`config.mk`:
```
export PLATFORM = sky130hd
export DESIGN_NAME = sha256_stream_hasher_top
export DESIGN_NICKNAME = d
export VERILOG_FILES = /design/src/design/sha256_pkg.sv /design/src/design/sha256_front.sv /design/src/design/sha256_queue.sv /design/src/design/sha256_core.sv /design/src/design/sha256_stream_hasher_top.sv
export SDC_FILE = /design/constraint.sdc
export NUM_CORES = 2
export LEC_CHECK = 0
export BUFFER_PORTS_ARGS = -buffer_cell sky130_fd_sc_hd__buf_4
export CAP_MARGIN = 20
export CORE_MARGIN = 1.5
export CORE_UTILIZATION = 44
export CTS_CLUSTER_SIZE = 20
export DETAILED_ROUTE_END_ITERATION = 16
export HOLD_SLACK_MARGIN = 0.06
export PLACE_DENSITY_LB_ADDON = 0.15
export SLEW_MARGIN = 20
export SYNTH_ARGS = -nofsm -noshare
export SYNTH_HDL_FRONTEND = slang
export SYNTH_SLANG_ARGS = --single-unit
```
`constraint.sdc`:
```
create_clock -name clk -period 8.11 [get_ports clk]
set_input_delay 2.433 -clock clk [delete_from_list [all_inputs] [get_ports clk]]
set_output_delay 2.433 -clock clk [all_outputs]
set_load 0.01 [all_outputs]
```
`src/design/sha256_pkg.sv`:
```
// constants, types and round functions for the sha-256 hasher
`default_nettype none
package sha256_pkg;
	localparam int unsigned QueueDepth = 4;
	localparam int unsigned QueuePtrW = 2;

	// one entry from front to back: a word for the block buffer
	typedef struct packed {
		logic [31:0] word;
		logic        finish;   // last word of the padded message (low length word): emit digest after its block
	} sha_cmd_t;

	localparam logic [31:0] InitH [8] = '{
		32'h6a09e667, 32'hbb67ae85, 32'h3c6ef372, 32'ha54ff53a,
		32'h510e527f, 32'h9b05688c, 32'h1f83d9ab, 32'h5be0cd19
	};

	localparam logic [31:0] RoundK [64] = '{
		32'h428a2f98, 32'h71374491, 32'hb5c0fbcf, 32'he9b5dba5,
		32'h3956c25b, 32'h59f111f1, 32'h923f82a4, 32'hab1c5ed5,
		32'hd807aa98, 32'h12835b01, 32'h243185be, 32'h550c7dc3,
		32'h72be5d74, 32'h80deb1fe, 32'h9bdc06a7, 32'hc19bf174,
		32'he49b69c1, 32'hefbe4786, 32'h0fc19dc6, 32'h240ca1cc,
		32'h2de92c6f, 32'h4a7484aa, 32'h5cb0a9dc, 32'h76f988da,
		32'h983e5152, 32'ha831c66d, 32'hb00327c8, 32'hbf597fc7,
		32'hc6e00bf3, 32'hd5a79147, 32'h06ca6351, 32'h14292967,
		32'h27b70a85, 32'h2e1b2138, 32'h4d2c6dfc, 32'h53380d13,
		32'h650a7354, 32'h766a0abb, 32'h81c2c92e, 32'h92722c85,
		32'ha2bfe8a1, 32'ha81a664b, 32'hc24b8b70, 32'hc76c51a3,
		32'hd192e819, 32'hd6990624, 32'hf40e3585, 32'h106aa070,
		32'h19a4c116, 32'h1e376c08, 32'h2748774c, 32'h34b0bcb5,
		32'h391c0cb3, 32'h4ed8aa4a, 32'h5b9cca4f, 32'h682e6ff3,
		32'h748f82ee, 32'h78a5636f, 32'h84c87814, 32'h8cc70208,
		32'h90befffa, 32'ha4506ceb, 32'hbef9a3f7, 32'hc67178f2
	};

	function automatic logic [31:0] ror(input logic [31:0] x, input int unsigned n);
		ror = (x >> n) | (x << (32 - n));
	endfunction

	function automatic logic [31:0] sig_lo(input logic [31:0] x);
		sig_lo = ror(x, 7) ^ ror(x, 18) ^ (x >> 3);
	endfunction

	function automatic logic [31:0] sig_hi(input logic [31:0] x);
		sig_hi = ror(x, 17) ^ ror(x, 19) ^ (x >> 10);
	endfunction
endpackage
`default_nettype wire

```
`src/design/sha256_front.sv`:
```
// front end: counts bytes, pads the last word and expands it into buffer words
`default_nettype none
module sha256_front (
	input  wire logic                  clk,
	input  wire logic                  arst_n,
	input  wire logic                  valid,
	output logic                       stall,
	input  wire logic [31:0]           message_word,
	input  wire logic [2:0]            byte_count,
	input  wire logic                  is_last,
	output logic                       cmd_valid,
	input  wire logic                  cmd_stall,
	output sha256_pkg::sha_cmd_t       cmd
);
	import sha256_pkg::*;

	localparam logic [1:0] StIdle = 2'd0;
	localparam logic [1:0] StPad  = 2'd1;
	localparam logic [1:0] StHi   = 2'd2;
	localparam logic [1:0] StLo   = 2'd3;

	logic [1:0]  state_q;
	logic [3:0]  pos_q;
	logic [60:0] bytes_q;
	logic        pad80_q;    // the 0x80 word is still owed (full last word)
	logic [2:0]  cnt;
	logic [60:0] bytes_new;
	logic [31:0] keep;
	logic [31:0] padded;
	logic [63:0] bits;
	logic        take;
	logic        fire;

	assign cnt = (byte_count > 3'd4) ? 3'd4 : byte_count;
	assign bytes_new = bytes_q + (is_last ? {58'd0, cnt} : 61'd4);
	assign bits = {bytes_q, 3'b000};
	assign fire = cmd_valid && !cmd_stall;
	assign stall = (state_q != StIdle) || cmd_stall;
	assign take = valid && !stall;

	always_comb begin
		case (cnt)
			3'd0: keep = 32'h0000_0000;
			3'd1: keep = 32'hff00_0000;
			3'd2: keep = 32'hffff_0000;
			3'd3: keep = 32'hffff_ff00;
			default: keep = 32'hffff_ffff;
		endcase
		case (cnt)
			3'd0: padded = 32'h8000_0000;
			3'd1: padded = (message_word & keep) | 32'h0080_0000;
			3'd2: padded = (message_word & keep) | 32'h0000_8000;
			3'd3: padded = (message_word & keep) | 32'h0000_0080;
			default: padded = message_word;
		endcase
	end

	always_comb begin
		cmd_valid = 1'b0;
		cmd = '{word: 32'd0, finish: 1'b0};
		case (state_q)
			StIdle: begin
				cmd_valid = valid;
				cmd.word = (is_last && cnt != 3'd4) ? padded : message_word;
			end
			StPad: begin
				cmd_valid = 1'b1;
				cmd.word = pad80_q ? 32'h8000_0000 : 32'd0;
			end
			StHi: begin
				cmd_valid = 1'b1;
				cmd.word = bits[63:32];
			end
			default: begin
				cmd_valid = 1'b1;
				cmd.word = bits[31:0];
				cmd.finish = 1'b1;
			end
		endcase
	end

	always_ff @(posedge clk or negedge arst_n) begin
		if (!arst_n) begin
			state_q <= StIdle;
			pos_q <= 4'd0;
			bytes_q <= 61'd0;
			pad80_q <= 1'b0;
		end else if (state_q == StIdle) begin
			if (take) begin
				pos_q <= pos_q + 4'd1;
				bytes_q <= bytes_new;
				if (is_last) begin
					pad80_q <= (cnt == 3'd4);
					// padded word in slot 13 goes straight to the length words
					state_q <= (cnt != 3'd4 && pos_q == 4'd13) ? StHi : StPad;
				end
			end
		end else if (fire) begin
			pos_q <= pos_q + 4'd1;
			case (state_q)
				StPad: begin
					pad80_q <= 1'b0;
					if (pos_q == 4'd13) state_q <= StHi;
				end
				StHi: state_q <= StLo;
				default: begin
					state_q <= StIdle;
					pos_q <= 4'd0;
					bytes_q <= 61'd0;
				end
			endcase
		end
	end
endmodule
`default_nettype wire

```
`src/design/sha256_queue.sv`:
```
// small fifo between front end and compression core
`default_nettype none
module sha256_queue (
	input  wire logic                  clk,
	input  wire logic                  arst_n,
	input  wire logic                  wr_valid,
	output logic                       wr_stall,
	input  wire sha256_pkg::sha_cmd_t  wr_data,
	output logic                       rd_valid,
	input  wire logic                  rd_stall,
	output sha256_pkg::sha_cmd_t       rd_data
);
	import sha256_pkg::*;

	sha_cmd_t             mem_q [QueueDepth];
	logic [QueuePtrW-1:0] wp_q;
	logic [QueuePtrW-1:0] rp_q;
	logic [QueuePtrW:0]   cnt_q;
	logic                 wr;
	logic                 rd;

	assign wr_stall = (cnt_q == (QueuePtrW+1)'(QueueDepth));
	assign rd_valid = (cnt_q != '0);
	assign rd_data = mem_q[rp_q];
	assign wr = wr_valid && !wr_stall;
	assign rd = rd_valid && !rd_stall;

	always_ff @(posedge clk) begin
		if (wr) mem_q[wp_q] <= wr_data;
	end

	always_ff @(posedge clk or negedge arst_n) begin
		if (!arst_n) begin
			wp_q <= '0;
			rp_q <= '0;
			cnt_q <= '0;
		end else begin
			if (wr) wp_q <= wp_q + 1'b1;
			if (rd) rp_q <= rp_q + 1'b1;
			cnt_q <= cnt_q + (QueuePtrW+1)'(wr) - (QueuePtrW+1)'(rd);
		end
	end
endmodule
`default_nettype wire

```
`src/design/sha256_core.sv`:
```
// back end: block buffer, 64-round compression and digest output
`default_nettype none
module sha256_core (
	input  wire logic                  clk,
	input  wire logic                  arst_n,
	input  wire logic                  cmd_valid,
	output logic                       cmd_stall,
	input  wire sha256_pkg::sha_cmd_t  cmd,
	output logic                       valid,
	input  wire logic                  stall,
	output logic [31:0]                digest_word,
	output logic [2:0]                 word_index,
	output logic                       last_word
);
	import sha256_pkg::*;

	localparam logic [1:0] StLoad = 2'd0;
	localparam logic [1:0] StRound = 2'd1;
	localparam logic [1:0] StAdd = 2'd2;
	localparam logic [1:0] StOut = 2'd3;

	logic [1:0]  state_q;
	logic [31:0] w_q [16];
	logic [31:0] h_q [8];
	logic [31:0] v_q [8];
	logic [3:0]  pos_q;
	logic [5:0]  rnd_q;
	logic        fin_q;
	logic [2:0]  oidx_q;
	logic [31:0] w_new;
	logic [31:0] s1, s0, ch, mj, t1;
	logic        take;

	assign cmd_stall = (state_q != StLoad);
	assign take = cmd_valid && !cmd_stall;
	assign w_new = w_q[0] + sig_lo(w_q[1]) + w_q[9] + sig_hi(w_q[14]);
	assign s1 = ror(v_q[4], 6) ^ ror(v_q[4], 11) ^ ror(v_q[4], 25);
	assign ch = (v_q[4] & v_q[5]) ^ (~v_q[4] & v_q[6]);
	assign t1 = v_q[7] + s1 + ch + RoundK[rnd_q] + w_q[0];
	assign s0 = ror(v_q[0], 2) ^ ror(v_q[0], 13) ^ ror(v_q[0], 22);
	assign mj = (v_q[0] & v_q[1]) ^ (v_q[0] & v_q[2]) ^ (v_q[1] & v_q[2]);

	assign valid = (state_q == StOut);
	assign digest_word = h_q[oidx_q];
	assign word_index = oidx_q;
	assign last_word = (oidx_q == 3'd7);

	// schedule words shift through w_q; w_q[0] is the current round's word
	always_ff @(posedge clk) begin
		if (take) w_q[pos_q] <= cmd.word;
		if (state_q == StRound) begin
			for (int i = 0; i < 15; i++) w_q[i] <= w_q[i+1];
			w_q[15] <= w_new;
			v_q[7] <= v_q[6];
			v_q[6] <= v_q[5];
			v_q[5] <= v_q[4];
			v_q[4] <= v_q[3] + t1;
			v_q[3] <= v_q[2];
			v_q[2] <= v_q[1];
			v_q[1] <= v_q[0];
			v_q[0] <= t1 + s0 + mj;
		end
		if (take && pos_q == 4'd15) v_q <= h_q;
	end

	always_ff @(posedge clk or negedge arst_n) begin
		if (!arst_n) begin
			state_q <= StLoad;
			pos_q <= 4'd0;
			rnd_q <= 6'd0;
			fin_q <= 1'b0;
			oidx_q <= 3'd0;
			h_q <= InitH;
		end else begin
			case (state_q)
				StLoad: if (take) begin
					pos_q <= pos_q + 4'd1;
					if (pos_q == 4'd15) begin
						fin_q <= cmd.finish;
						rnd_q <= 6'd0;
						state_q <= StRound;
					end
				end
				StRound: begin
					rnd_q <= rnd_q + 6'd1;
					if (rnd_q == 6'd63) state_q <= StAdd;
				end
				StAdd: begin
					for (int i = 0; i < 8; i++) h_q[i] <= h_q[i] + v_q[i];
					oidx_q <= 3'd0;
					state_q <= fin_q ? StOut : StLoad;
				end
				default: if (!stall) begin
					oidx_q <= oidx_q + 3'd1;
					if (oidx_q == 3'd7) begin
						h_q <= InitH;
						state_q <= StLoad;
					end
				end
			endcase
		end
	end
endmodule
`default_nettype wire

```
`src/design/sha256_stream_hasher_top.sv`:
```
// top level of the streaming sha-256 hasher
// per block the core loads 16 buffer words, runs 64 rounds and one add step; it takes no new
// word while it runs the rounds, the add or the digest output
// the compression core (one round per cycle) sets the rate; the front pads the last word
// digest words leave one per cycle unless stalled, eight per message
// arst_n clears all control state and loads the initial hash values; no clearing pass
`default_nettype none
module sha256_stream_hasher_top (
	input  wire logic        clk,
	input  wire logic        arst_n,
	input  wire logic        in_valid,
	output logic             in_stall,
	input  wire logic [31:0] message_word,
	input  wire logic [2:0]  byte_count,
	input  wire logic        is_last,
	output logic             out_valid,
	input  wire logic        out_stall,
	output logic [31:0]      digest_word,
	output logic [2:0]       word_index,
	output logic             last_word
);
	import sha256_pkg::*;

	// front to queue transfer
	logic     f_valid;
	logic     f_stall;
	sha_cmd_t f_cmd;
	// queue to core transfer
	logic     c_valid;
	logic     c_stall;
	sha_cmd_t c_cmd;

	// front expands each message word and the padding into buffer words
	sha256_front u_front (
		.clk, .arst_n,
		.valid(in_valid), .stall(in_stall),
		.message_word, .byte_count, .is_last,
		.cmd_valid(f_valid), .cmd_stall(f_stall), .cmd(f_cmd)
	);

	// decouples the front from the compression rounds
	sha256_queue u_queue (
		.clk, .arst_n,
		.wr_valid(f_valid), .wr_stall(f_stall), .wr_data(f_cmd),
		.rd_valid(c_valid), .rd_stall(c_stall), .rd_data(c_cmd)
	);

	// compression and digest output
	sha256_core u_core (
		.clk, .arst_n,
		.cmd_valid(c_valid), .cmd_stall(c_stall), .cmd(c_cmd),
		.valid(out_valid), .stall(out_stall),
		.digest_word, .word_index, .last_word
	);
endmodule
`default_nettype wire

```
==> flow_summary_export.csv <==
group,metric,value,unit
run_status,status,"finished with violations",
run_status,violations,"negative setup slack",
synth,synth_nets,8775,
timing,fin_crit_sh,102,%
timing,clock_skew,0.0403,ns
timing,grt_setup_unrepaired,"true",
timing,worstMarginPinSlew,1.17,ns
setup_path,worst_setup_path_end_kind,"flip-flop",
synth,synth_cell_types,94,
synth,synth-edff-count,900,
timing,hold_slack,0.485,ns
clock_tree,cts_made_buffers,148,
min_path,worstHoldPathType,"flip-flop to flip-flop",
detailed_routing,antenna_left,0,
timing,setup_slack,-0.138,ns
setup_path,path_common_cell,"fa_1",
setup_path,critical_path_class,"flip-flop to flip-flop",
place,place.gp.congestion,0.971,
setup_path,crit_fanout,5,
global_routing,grt_pass1_vias,60968,
synth,synth_area,79600,µm²
synth,avgSynthCellArea,9.81,µm²
global_routing,antenna_found_initial,4,
global_routing,groute.usage.overall,29.5,%
timing,finalSetupViolCount,9,
clock_tree,cts_sinks,1247,
layout,synthToLayoutAreaGrowth,15.0,%
synth,synth_cells,8118,
timing,min_period,8.25,ns
floorplan,start_util,44.4,%
setup_path,slowest_delay,0.54,ns
synth,yosysSeqAreaShare,45.1,%
clock_tree,cts_hold_buf,0,
global_routing,grt_first_pass_wirelength,406000,µm
setup_path,path_buf_inv,12,
timing,drv_slew,0,
clock_tree,clk_latency,0.83,ns
place,placed_cell_area,85600,µm²
setup_path,crit_arrival,8.81,ns
global_routing,grt_max_degree,228,
detailed_routing,wl,274000,µm
detailed_routing,num_vias,62332,
clock_tree,clkTransAtPathRegs,0.06,ns
floorplan,ios,78,
setup_path,critical_path_required,8.67,ns
clock_tree,cts-root-buf,"clkbuf_16",
clock_tree,clockBufferDepth,3,
synth,ys_dominant_reg_cell,"edfxtp_1",
place,port_buffers,77,
floorplan,die_h,428,µm
clock_tree,cts_tree,"yes",
detailed_routing,drc,0,
global_routing,gr-total-overflow,0,
run,cap_viol_max_count,0,
place,place_worst_setup_slack,-0.685,ns
layout,nNetsFinal,9105,
detailed_routing,wl_per_cell,25.1,µm
clock_tree,h-tree-depth,4,
place,dpl.hpwl,200000,µm
layout,drive_gt1_share,14.9,%
detailed_routing,vias_per_cell,5.70,
timing,max_freq,0.121,GHz
detailed_routing,drtIter0Drc,5842,
timing,maxSlewHeadroom,22.1,%
layout,finalInstanceArea,91600,µm²
layout,utilization,51.1,%
setup_path,cp-start-kind,"flip-flop",
floorplan,rows,155,
floorplan,die-area,184000,µm²
timing,hold_viol,0,
setup_path,crit_slowest_cell,"fa_1",
setup_path,critPathTopFamily,"adder cells",
synth,yosys_warnings,0,
floorplan,coreArea,179000,µm²
synth,async_reset_ff_share,27.8,%
synth,synth-seq-cells,1247,
detailed_routing,drtPass1Iterations,7,
floorplan,fp.dieW,428,µm
-- layer usage --
metal / vias up / GRT usage (%) / part of all wire, %
met3: 411 / 3.71 / 5.2
met1: 31036 / 39.3 / 43
met5: - / 0 / 0.0047
met2: 1864 / 49.0 / 48
met4: 2 / 11.9 / 4.3
li1: 29019 / - / -
-- worst paths after layout --
kind / depth (start not counted) / startpoint / to / slack (ns)
min reg2reg: 2 / u_core.h_q[224] / u_core.h_q[224] / 0.48
min: 2 / u_core.h_q[224] / u_core.h_q[224] / 0.48
max reg2reg: 39 / u_core.rnd_q[0] / u_core.v_q[250] / -0.14
max: 39 / u_core.rnd_q[0] / u_core.v_q[250] / -0.14
max in group asynchronous: 2 / arst_n / u_front.bytes_q[31] / 5.13
min in group asynchronous: 1 / arst_n / u_core.rnd_q[2] / 1.62
-- sequential cells by signal, indices dropped and copies added (netlist names) --
signal,cells
u_core.v_q,256
u_front.pad80_q,1
u_core.pos_q,4
u_core.state_q,2
u_front.state_q,2
u_queue.cnt_q,3
u_front.bytes_q,61
u_queue.mem_q,132
u_core.h_q,256
u_queue.wp_q,2
u_front.pos_q,4
u_queue.rp_q,2
u_core.w_q,512
u_core.word_index,3
u_core.fin_q,1
u_core.rnd_q,6
-- cell families (layout without fill, tap and decap cells) --
kind of cell	after synthesis	in the layout	synth area share [%]
compound gates	1713	1713	13.5
xor+xnor	617	617	6.80
fa+ha+maj	619	619	11.6
buf+inv	774	1225	3.65
flops	1247	1247	45.1
mux	181	181	3.93
other cells	0	4	0
simple gates	2967	2967	15.5
-- cell usage in the layout, fill, tap and decap left out, drive strengths merged, types with 20 or more instances in the layout --
| cell type | netlist | final |
|---|---|---|
| nor2b | 41 | 41 |
| dfrtp | 211 | 211 |
| nor3 | 80 | 80 |
| mux2i | 37 | 37 |
| fa | 197 | 197 |
| o21bai | 53 | 53 |
| or3 | 36 | 36 |
| clkbuf | 351 | 203 |
| xor2 | 258 | 258 |
| a22oi | 34 | 34 |
| buf | 40 | 571 |
| dfstp | 136 | 136 |
| mux4 | 101 | 101 |
| a211oi | 49 | 49 |
| xnor2 | 359 | 359 |
| o21ai | 473 | 473 |
| o31ai | 41 | 41 |
| and3 | 50 | 50 |
| inv | 382 | 387 |
| edfxtp | 900 | 900 |
| nand2 | 2012 | 2012 |
| and2 | 20 | 20 |
| nand3 | 115 | 115 |
| nand2b | 65 | 65 |
| a21oi | 484 | 484 |
| a31oi | 67 | 67 |
| mux2 | 43 | 43 |
| nor2 | 421 | 421 |
| nand4 | 39 | 39 |
| ha | 420 | 420 |
| a21o | 223 | 223 |
| o21a | 54 | 54 |
| o211ai | 34 | 34 |
| clkinv | 1 | 45 |
-- layout make-up --
cell class                 instances  area (µm²)
antenna                            4        10.0
multi-input combinational       6097       41900
timing repair buffer             571        4500
sequential                      1247       35900
inverter                         383        1450
clock inverter                    68         898
clock buffer                     203        4010
fill                           16511       87600
tap                             2355        2950
-- cells in the mapped netlist (all sizes together) (197+ instances only) --
master,instances,area (µm²)
xnor2,359,3150
edfxtp,900,27000
clkbuf,351,1320
xor2,258,2260
ha,420,5260
a21o,223,1680
dfrtp,211,5280
a21oi,484,2430
inv,382,1430
o21ai,473,2370
nand2,2012,7550
fa,197,3940
nor2,421,1590
-- tightest hold or removal path, delay by kind of cell (launching register included) --
kind	cells	cell delay [ns]
simple gates	2	0.09
flops	1	0.39
-- repair_timing --
item | in CTS | in global routing
pin swaps | 52 | 71
gates resized for setup | 98 | 114
setup endpoints to repair | 18 | 26
buffers inserted | 14 | 15
-- per-stage QoR --
stage / instances / setup TNS, ns
6_report: 10928 / -0.678
5_1_grt: 10925 / -3.68
4_1_cts: 10910 / -0.202
3_5_place_dp: 10626 / -4.82
3_3_place_gp: 10626 / -4.80
2_1_floorplan: 8118 / 0
Power is not shown: default switching activity piles up to over one toggle a cycle in this logic, so the estimate is an artifact.
